## config.mk

```make
export PLATFORM = sky130hd
export DESIGN_NAME = three_band_biquad_equalizer
export DESIGN_NICKNAME = d
export VERILOG_FILES = /design/src/design/beq_pkg.sv /design/src/design/beq_hist_mem.sv /design/src/design/three_band_biquad_equalizer.sv
export SDC_FILE = /design/constraint.sdc
export NUM_CORES = 2
export LEC_CHECK = 0
export BUFFER_PORTS_ARGS = -buffer_cell sky130_fd_sc_hd__buf_2
export CAP_MARGIN = 5
export CELL_PAD_IN_SITES_DETAIL_PLACEMENT = 0
export CELL_PAD_IN_SITES_GLOBAL_PLACEMENT = 1
export CORE_MARGIN = 4
export CORE_UTILIZATION = 48
export DETAILED_ROUTE_END_ITERATION = 10
export PLACE_DENSITY_LB_ADDON = 0.1
export SLEW_MARGIN = 30
export SYNTH_ARGS = -nofsm -noshare
export SYNTH_HDL_FRONTEND = slang
export SYNTH_SLANG_ARGS = --single-unit
export TNS_END_PERCENT = 100
```

## constraint.sdc

```tcl
create_clock -name clk_i -period 11.5 [get_ports clk_i]
set_input_delay 0 -clock clk_i [delete_from_list [all_inputs] [get_ports clk_i]]
set_output_delay 0 -clock clk_i [all_outputs]
set_load 0.01 [all_outputs]
```

## src/design/beq_pkg.sv

```systemverilog
// ----------------------------------------------------------------------------
// beq_pkg: shared types and constants of the three-band biquad equalizer
// Coefficient formats, history layout, item structs and memory request group.
// ----------------------------------------------------------------------------
package beq_pkg;

  // filter dimensions
  localparam int NUM_BANDS    = 3;
  localparam int NUM_CHANNELS = 2;
  localparam int COEF_WIDTH   = 21;
  localparam int SAMPLE_WIDTH = 24;

  // derived widths
  localparam int CHAN_W     = 3;
  localparam int HIST_W     = 32;
  localparam int COEF_FRAC  = COEF_WIDTH - 4;
  localparam int NUM_REGS   = 2 * NUM_BANDS;
  localparam int FWD_W      = 3 * COEF_WIDTH;
  localparam int FB_W       = 2 * COEF_WIDTH;
  localparam int CFG_DATA_W = FWD_W;
  localparam int CFG_IDX_W  = $clog2(NUM_REGS);
  localparam int HIST_DEPTH = NUM_BANDS * NUM_CHANNELS;
  localparam int HIST_AW    = (HIST_DEPTH > 1) ? $clog2(HIST_DEPTH) : 1;
  localparam int BAND_W     = (NUM_BANDS > 1) ? $clog2(NUM_BANDS) : 1;
  localparam int SLOT_W     = (NUM_CHANNELS > 1) ? $clog2(NUM_CHANNELS) : 1;
  localparam int PROD_W     = COEF_WIDTH + HIST_W;
  localparam int ACC_W      = PROD_W + 3;

  // input item
  typedef struct packed {
    logic [CHAN_W-1:0]              channel;
    logic signed [SAMPLE_WIDTH-1:0] sample;
  } in_item_t;

  // result item
  typedef struct packed {
    logic [CHAN_W-1:0]              out_channel;
    logic signed [SAMPLE_WIDTH-1:0] out_sample;
    logic                           clipped;
  } out_item_t;

  // one history entry: two past inputs and two past outputs of a section
  typedef struct packed {
    logic signed [HIST_W-1:0] y2;
    logic signed [HIST_W-1:0] y1;
    logic signed [HIST_W-1:0] x2;
    logic signed [HIST_W-1:0] x1;
  } hist_entry_t;

  // history memory access group
  typedef struct packed {
    logic               rd_en;
    logic [HIST_AW-1:0] rd_addr;
    logic               wr_en;
    logic [HIST_AW-1:0] wr_addr;
  } hist_req_t;

endpackage

```

## src/design/beq_hist_mem.sv

```systemverilog
// ----------------------------------------------------------------------------
// beq_hist_mem: section history memory
// One entry per band and channel slot, registered read, one read and one
// write port. Entries never written since reset read as zero.
// ----------------------------------------------------------------------------
module beq_hist_mem (
  input  logic                clk_i,
  input  logic                rst_ni,
  input  beq_pkg::hist_req_t  req_i,
  input  beq_pkg::hist_entry_t wr_data_i,
  output beq_pkg::hist_entry_t rd_data_o
);

  beq_pkg::hist_entry_t mem [beq_pkg::HIST_DEPTH];
  beq_pkg::hist_entry_t rd_q;
  logic                 rd_vld_q;
  logic [beq_pkg::HIST_DEPTH-1:0] valid_q;

  // storage array and read register
  always_ff @(posedge clk_i) begin
    if (req_i.wr_en) begin
      mem[req_i.wr_addr] <= wr_data_i;
    end
    if (req_i.rd_en) begin
      rd_q <= mem[req_i.rd_addr];
    end
  end

  // per-entry written flags, cleared by reset
  always_ff @(posedge clk_i or negedge rst_ni) begin
    if (!rst_ni) begin
      valid_q  <= '0;
      rd_vld_q <= 1'b0;
    end else begin
      if (req_i.rd_en) begin
        rd_vld_q <= valid_q[req_i.rd_addr];
      end
      if (req_i.wr_en) begin
        valid_q[req_i.wr_addr] <= 1'b1;
      end
    end
  end

  assign rd_data_o = rd_vld_q ? rd_q : '0;

endmodule

```

## src/design/three_band_biquad_equalizer.sv

```systemverilog
// ----------------------------------------------------------------------------
// three_band_biquad_equalizer: cascade of three direct-form-1 biquads
// Low shelf, peaking and high shelf sections share one multiplier; the
// per-channel history lives in a small synchronous memory.
//
//   channel   direction  handshake               payload
//   in        input      in_valid_i/in_ready_o   in_item_i  (channel, sample)
//   out       output     out_valid_o/out_ready_i out_item_o (channel, sample, clip)
//   cfg       input      cfg_we_i                cfg_index_i, cfg_data_i
//
// An item is accepted, then passes the multiply steps B1, B2, A1, A2 and B0 and
// a write-back step for each of the three sections, then the load of the output
// register; only then can the next item be taken. The single shared 21x32
// multiplier is why the items cannot overlap.
// Reset restores unity coefficients and clears all history at once.
// A stalled result waits in the output register; a new item is accepted
// meanwhile, and its result waits in the last cycle until the register frees.
// ----------------------------------------------------------------------------
module three_band_biquad_equalizer (
  input  logic                              clk_i,
  input  logic                              rst_ni,
  input  logic                              in_valid_i,
  output logic                              in_ready_o,
  input  beq_pkg::in_item_t                 in_item_i,
  output logic                              out_valid_o,
  input  logic                              out_ready_i,
  output beq_pkg::out_item_t                out_item_o,
  input  logic                              cfg_we_i,
  input  logic [beq_pkg::CFG_IDX_W-1:0]     cfg_index_i,
  input  logic [beq_pkg::CFG_DATA_W-1:0]    cfg_data_i
);

  typedef enum logic [1:0] {S_IDLE, S_MAC, S_WRITE, S_OUT} state_e;
  typedef enum logic [2:0] {TAP_B1, TAP_B2, TAP_A1, TAP_A2, TAP_B0} tap_e;

  localparam int CW = beq_pkg::COEF_WIDTH;

  state_e state_q;
  tap_e   step_q;
  logic [beq_pkg::BAND_W-1:0] band_q;
  logic [beq_pkg::SLOT_W-1:0] slot_q;
  logic [beq_pkg::CHAN_W-1:0] chan_q;
  logic                       clip_q;
  logic                       out_valid_q;
  beq_pkg::out_item_t         out_q;

  logic [beq_pkg::FWD_W-1:0] fwd_q [beq_pkg::NUM_BANDS];
  logic [beq_pkg::FB_W-1:0]  fb_q  [beq_pkg::NUM_BANDS];

  logic signed [beq_pkg::HIST_W-1:0] x_q;
  logic signed [beq_pkg::PROD_W-1:0] prod_q;
  logic                              prod_sub_q;
  logic signed [beq_pkg::ACC_W-1:0]  acc_q;

  logic                       accept;
  logic                       last_band;
  logic [beq_pkg::SLOT_W-1:0] in_slot;
  logic [beq_pkg::BAND_W-1:0] band_next;
  beq_pkg::hist_req_t         hist_req;
  beq_pkg::hist_entry_t       hist_rd;
  beq_pkg::hist_entry_t       hist_wr;

  logic [beq_pkg::FWD_W-1:0]         fwd_sel;
  logic [beq_pkg::FB_W-1:0]          fb_sel;
  logic signed [CW-1:0]              coef_sel;
  logic signed [beq_pkg::HIST_W-1:0] opnd_sel;
  logic                              tap_sub;
  logic signed [beq_pkg::PROD_W-1:0] prod_d;
  logic signed [beq_pkg::ACC_W-1:0]  acc_next;
  logic signed [beq_pkg::ACC_W-1:0]  acc_rnd;
  logic signed [beq_pkg::ACC_W-1:0]  acc_shr;
  logic signed [beq_pkg::HIST_W-1:0] y_sat;
  logic                              sec_clip;
  logic signed [beq_pkg::SAMPLE_WIDTH-1:0] out_sat;
  logic                              out_clip;
  logic                              out_free;

  // history entry address of a band and channel slot
  function automatic logic [beq_pkg::HIST_AW-1:0] hist_addr(
    logic [beq_pkg::BAND_W-1:0] band,
    logic [beq_pkg::SLOT_W-1:0] slot
  );
    return (beq_pkg::HIST_AW)'(band) * (beq_pkg::HIST_AW)'(beq_pkg::NUM_CHANNELS)
           + (beq_pkg::HIST_AW)'(slot);
  endfunction

  assign accept    = in_valid_i && in_ready_o;
  assign in_ready_o = (state_q == S_IDLE);
  assign last_band = (band_q == (beq_pkg::BAND_W)'(beq_pkg::NUM_BANDS - 1));
  assign band_next = band_q + 1'b1;
  assign out_free  = !out_valid_q || out_ready_i;

  // channels above the last slot share its history
  assign in_slot = ({1'b0, in_item_i.channel} < (beq_pkg::CHAN_W + 1)'(beq_pkg::NUM_CHANNELS))
                 ? (beq_pkg::SLOT_W)'(in_item_i.channel)
                 : (beq_pkg::SLOT_W)'(beq_pkg::NUM_CHANNELS - 1);

  // coefficient registers
  always_ff @(posedge clk_i or negedge rst_ni) begin
    if (!rst_ni) begin
      for (int b = 0; b < beq_pkg::NUM_BANDS; b++) begin
        fwd_q[b] <= (beq_pkg::FWD_W)'(1) << beq_pkg::COEF_FRAC;
        fb_q[b]  <= '0;
      end
    end else if (cfg_we_i) begin
      for (int b = 0; b < beq_pkg::NUM_BANDS; b++) begin
        if (cfg_index_i == (beq_pkg::CFG_IDX_W)'(2 * b)) begin
          fwd_q[b] <= cfg_data_i[beq_pkg::FWD_W-1:0];
        end
        if (cfg_index_i == (beq_pkg::CFG_IDX_W)'(2 * b + 1)) begin
          fb_q[b] <= cfg_data_i[beq_pkg::FB_W-1:0];
        end
      end
    end
  end

  // history memory requests: read band 0 on accept, prefetch next band while writing this one back
  always_comb begin
    hist_req.rd_en   = accept || (state_q == S_WRITE && !last_band);
    hist_req.rd_addr = accept ? hist_addr('0, in_slot) : hist_addr(band_next, slot_q);
    hist_req.wr_en   = (state_q == S_WRITE);
    hist_req.wr_addr = hist_addr(band_q, slot_q);
  end

  beq_hist_mem u_hist (
    .clk_i     (clk_i),
    .rst_ni    (rst_ni),
    .req_i     (hist_req),
    .wr_data_i (hist_wr),
    .rd_data_o (hist_rd)
  );

  // tap selection for the shared multiplier
  assign fwd_sel = fwd_q[band_q];
  assign fb_sel  = fb_q[band_q];

  always_comb begin
    coef_sel = fwd_sel[CW-1:0];
    opnd_sel = x_q;
    tap_sub  = 1'b0;
    unique case (step_q)
      TAP_B1: begin
        coef_sel = fwd_sel[CW +: CW];
        opnd_sel = hist_rd.x1;
      end
      TAP_B2: begin
        coef_sel = fwd_sel[2*CW +: CW];
        opnd_sel = hist_rd.x2;
      end
      TAP_A1: begin
        coef_sel = fb_sel[CW-1:0];
        opnd_sel = hist_rd.y1;
        tap_sub  = 1'b1;
      end
      TAP_A2: begin
        coef_sel = fb_sel[CW +: CW];
        opnd_sel = hist_rd.y2;
        tap_sub  = 1'b1;
      end
      TAP_B0: begin
        coef_sel = fwd_sel[CW-1:0];
        opnd_sel = x_q;
      end
      default: begin
        coef_sel = '0;
        opnd_sel = '0;
      end
    endcase
  end

  assign prod_d   = coef_sel * opnd_sel;
  assign acc_next = prod_sub_q ? acc_q - (beq_pkg::ACC_W)'(prod_q)
                               : acc_q + (beq_pkg::ACC_W)'(prod_q);

  // round half up, floor shift, saturate to the history width
  always_comb begin
    acc_rnd  = acc_next + ((beq_pkg::ACC_W)'(1) <<< (beq_pkg::COEF_FRAC - 1));
    acc_shr  = acc_rnd >>> beq_pkg::COEF_FRAC;
    sec_clip = !((&acc_shr[beq_pkg::ACC_W-1:beq_pkg::HIST_W-1])
              || !(|acc_shr[beq_pkg::ACC_W-1:beq_pkg::HIST_W-1]));
    if (!sec_clip) begin
      y_sat = acc_shr[beq_pkg::HIST_W-1:0];
    end else if (acc_shr[beq_pkg::ACC_W-1]) begin
      y_sat = {1'b1, {(beq_pkg::HIST_W-1){1'b0}}};
    end else begin
      y_sat = {1'b0, {(beq_pkg::HIST_W-1){1'b1}}};
    end
  end

  // shifted history written back
  always_comb begin
    hist_wr.x1 = x_q;
    hist_wr.x2 = hist_rd.x1;
    hist_wr.y1 = y_sat;
    hist_wr.y2 = hist_rd.y1;
  end

  // final saturation to the sample width
  always_comb begin
    out_clip = !((&x_q[beq_pkg::HIST_W-1:beq_pkg::SAMPLE_WIDTH-1])
              || !(|x_q[beq_pkg::HIST_W-1:beq_pkg::SAMPLE_WIDTH-1]));
    if (!out_clip) begin
      out_sat = x_q[beq_pkg::SAMPLE_WIDTH-1:0];
    end else if (x_q[beq_pkg::HIST_W-1]) begin
      out_sat = {1'b1, {(beq_pkg::SAMPLE_WIDTH-1){1'b0}}};
    end else begin
      out_sat = {1'b0, {(beq_pkg::SAMPLE_WIDTH-1){1'b1}}};
    end
  end

  // datapath registers
  always_ff @(posedge clk_i) begin
    if (accept) begin
      chan_q <= in_item_i.channel;
      slot_q <= in_slot;
      x_q    <= (beq_pkg::HIST_W)'(in_item_i.sample);
    end
    if (state_q == S_MAC) begin
      prod_q     <= prod_d;
      prod_sub_q <= tap_sub;
      acc_q      <= (step_q == TAP_B1) ? '0 : acc_next;
    end
    if (state_q == S_WRITE) begin
      x_q <= y_sat;
    end
  end

  // sequencer and output register
  always_ff @(posedge clk_i or negedge rst_ni) begin
    if (!rst_ni) begin
      state_q     <= S_IDLE;
      step_q      <= TAP_B1;
      band_q      <= '0;
      clip_q      <= 1'b0;
      out_valid_q <= 1'b0;
      out_q       <= '0;
    end else begin
      // drained result, unless the load below refills the register
      if (out_valid_q && out_ready_i && state_q != S_OUT) begin
        out_valid_q <= 1'b0;
      end
      unique case (state_q)
        S_IDLE: begin
          if (accept) begin
            state_q <= S_MAC;
            step_q  <= TAP_B1;
            band_q  <= '0;
            clip_q  <= 1'b0;
          end
        end
        S_MAC: begin
          unique case (step_q)
            TAP_B1:  step_q <= TAP_B2;
            TAP_B2:  step_q <= TAP_A1;
            TAP_A1:  step_q <= TAP_A2;
            TAP_A2:  step_q <= TAP_B0;
            TAP_B0:  state_q <= S_WRITE;
            default: step_q <= TAP_B1;
          endcase
        end
        S_WRITE: begin
          clip_q <= clip_q | sec_clip;
          if (last_band) begin
            state_q <= S_OUT;
          end else begin
            band_q  <= band_next;
            step_q  <= TAP_B1;
            state_q <= S_MAC;
          end
        end
        S_OUT: begin
          if (out_free) begin
            out_q.out_channel <= chan_q;
            out_q.out_sample  <= out_sat;
            out_q.clipped     <= clip_q | out_clip;
            out_valid_q       <= 1'b1;
            state_q           <= S_IDLE;
          end
        end
        default: state_q <= S_IDLE;
      endcase
    end
  end

  assign out_valid_o = out_valid_q;
  assign out_item_o  = out_q;

`ifndef ASSERT_OFF
  // an accepted item keeps the block busy in the next cycle
  a_busy_after_accept: assert property (@(posedge clk_i) disable iff (!rst_ni)
    accept |=> !in_ready_o)
    else $error("input ready right after an accepted item");

  // the prefetch never hits the entry being written back
  a_no_rw_collision: assert property (@(posedge clk_i) disable iff (!rst_ni)
    (hist_req.rd_en && hist_req.wr_en) |-> (hist_req.rd_addr != hist_req.wr_addr))
    else $error("history read and write on the same entry");

  // a result appears only after the output load cycle
  a_out_from_load: assert property (@(posedge clk_i) disable iff (!rst_ni)
    $rose(out_valid_o) |-> ($past(state_q) == S_OUT))
    else $error("result shown without a finished item");

  // write-back only for an existing band
  a_band_range: assert property (@(posedge clk_i) disable iff (!rst_ni)
    (state_q == S_WRITE) |-> (band_q <= (beq_pkg::BAND_W)'(beq_pkg::NUM_BANDS - 1)))
    else $error("band counter out of range");
`endif

endmodule
```

==> results.md <==
* Ys flop type: edfxtp_1
* CP max-delay cell: dfrtp_2
* Drt initial violations at 4719
* Total number of vias at 55.0k
* Hold_buf cts at 112
* Synth area leader: edfxtp_1
* Finish-stage setup viols at 0
* Htree depth at 4
* CTS root buf: clkbuf_16
* R2R depth at 31
* Port bufs at 127
* Pre-antenna DRT Iters at 6
* Data required time of the worst path at 12030 ps
* Nets@finish at 8164
* Clk sink count at 1401
* Critical Path Start Type: flip-flop
* Slowest stage delay, CP at 730 ps
* Die area at 184000 sq um
* Seq/Total Area, Yosys at 47.5%
* WS Path Type: reg -> reg
* Drc violations at 0
* Syn Nets at 7940
* Most used cell, CP: fa_1
* Crit Reg-Reg Startpoint: step_q[0]
* Grt total ovfl at 0
* Io pins at 128
* Post-CTS setup buffer count at 0
* Initial antenna violation count at 8
* Via density at 5.69
* R2R setup slack at 820 ps
* Synth unique cells at 100
* Largest net degree at the start of global routing at 99
* DP Wirelength at 174000 um
* Worst min path class: in -> reg
* DIE WIDTH at 429 um
* Crit path capture: prod_q[50]
* Area fraction of the dominant cell type after synthesis at 36.9%
* Cells after Synth at 6980
* Post-DRT Antenna Nets at 0
* Vias in the first global route at 56.2k
* Drt total wl at 246000 um
* Endpoints failing hold at 0
* Crit share post-route at 92.8%
* Netlist Area Pre-Place at 84900 sq um
* Crit path launch: step_q[0]
* # fillers at 15.1k
* Num CTS Buffers at 150
* FP Rows at 154
* EDFF count, synth at 1042
* Synth area leaders: edfxtp_1, fa_1, dfrtp_1
* Slew Viols, Final at 0
* Initial Utilization at 48.2%
* Die Height at 429 um
* Clock Skew at 59.9 ps
* Layout cell share with drive strength beyond 1 at 14.7%
* Global Route Usage Sum at 27.0%
* Yosys warnings at 0
* RSZ-0062 raised after global routing: no
* First-pass GRT wire length at 373000 um
* CTS resizes at 0
* Worst-Skew Late Latency at 790 ps
* Slew @ Worst Pin at 1140 ps
* Outcome: finished, final reports clean
* Avg Cell Area, Syn at 12.2 sq um
* Yosys reg bits at 1401
* CP arrival at 11210 ps
* Max-Slew Margin vs Limit at 23.3%
* Worst reg2reg path endpoint: prod_q[50]
* Final min period at 10680 ps
* Max frequency at 93.7 MHz
* Placer Congestion at 0.885
* Critical path endpoint category: flip-flop
* Clock Path Buffers at 3
* WL/cell at 25.5 um
* Core Region at 176000 sq um
* Crit Path Max Fanout at 20
* Async SR Flop Fraction at 25.6%
* Layout area overhead at 11.8%
* Max cap viols at 0
* Setup TNS at 0 ps
* CTS clock-pin slew for the worst setup and hold paths at 60 ps
* CTS tree: built
-- metal layers --
metal | vias up | track usage (%) | routed length (um)
met2 | 1544 | 44.2 | 119000
met5 | - | 0 | 0
met4 | 0 | 6.60 | 6080
met1 | 28800 | 38.5 | 108000
met3 | 262 | 3.55 | 13400
li1 | 24400 | - | -
-- worst min path at each step --
stage / from / to / slack (ps) / cells after the start
2_1_floorplan: rst_ni / band_q[0] / -300 / 0
3_3_place_gp: rst_ni / fwd_q[45] / 90 / 1
3_5_place_dp: rst_ni / fb_q[66] / 90 / 1
4_1_cts: cfg_data_i[55] / fwd_q[181] / 3 / 3
5_1_grt: cfg_data_i[57] / fwd_q[120] / 50 / 3
6_report: cfg_data_i[57] / fwd_q[120] / 40 / 3
-- critical path: cells and delay by family, from the launching register on --
family | cells | cell delay (ps)
fa+ha+maj | 8 | 3820
simple gates | 5 | 1210
xor+xnor | 1 | 80
compound gates | 12 | 3910
buf+inv | 5 | 620
flops | 1 | 730
-- metrics by stage --
step                      setup slack (ps)  instance area [sq um]  util, %  hold slack [ps]  std cells
after floorplan                        305                  84900        -             -296       6980
after global placement                 868                  88800     50.5             92.6       9272
after detailed placement               778                  88900     50.5             94.9       9279
after CTS                              712                  94900     53.9             3.27       9657
after global routing                   289                  94900     53.9             51.7       9658
final                                  823                  94900     54.0             44.9       9660
-- flip-flops by register name, indices dropped and copies added (netlist names), 6 cells and up --
name,count
out_item_o,28
u_hist.valid_q,6
acc_q,56
fb_q,126
fwd_q,189
prod_q,53
u_hist.rd_q,128
u_hist.mem,768
x_q,32
-- cells by family after synthesis --
logic type               count (synthesis)  synth area share, %
adder cells (fa/ha/maj)                862                 18.6
multiplexers                           681                 10.5
AND/OR/NAND/NOR                       1653                 8.71
flip-flops                            1401                 47.5
XOR/XNOR                               183                 1.90
AO/OA/AOI/OAI                          989                 7.40
buffers and inverters                 1211                 5.42
-- synthesized netlist by cell type, drive strengths merged (70+ instances only) --
cell type	count
a21oi	277
a22o	70
and2	109
buf	80
clkbuf	273
dfrtp	356
edfxtp	1042
fa	669
ha	193
inv	857
mux2	321
mux2i	226
mux4	134
nand2	724
nor2	500
o21ai	326
xnor2	130
-- area by class of cell --
type                       instances  area, sq um  share of cell area (%)
tap                             2340         2930                    3.08
antenna                            2         5.00                 0.00527
inverter                         858         3220                    3.39
sequential                      1401        40300                    42.4
clock buffer                     187         4080                    4.30
timing repair buffer             425         3350                    3.53
multi-input combinational       4368        40200                    42.4
clock inverter                    79          806                   0.849
-- cell usage in the layout (no fill, tap or decap), types with 134 or more instances in the layout --
| cell | n |
|---|---|
| buf_4 | 165 |
| clkbuf_16 | 154 |
| mux2i_1 | 224 |
| edfxtp_1 | 1042 |
| o21ai_0 | 298 |
| a21oi_1 | 266 |
| mux4_2 | 134 |
| nand2_1 | 722 |
| mux2_2 | 321 |
| dfrtp_1 | 350 |
| fa_1 | 669 |
| nor2_1 | 492 |
| ha_1 | 193 |
| inv_1 | 856 |
Power is not shown: default switching activity piles up to over one toggle a cycle in this logic, so the estimate is an artifact.
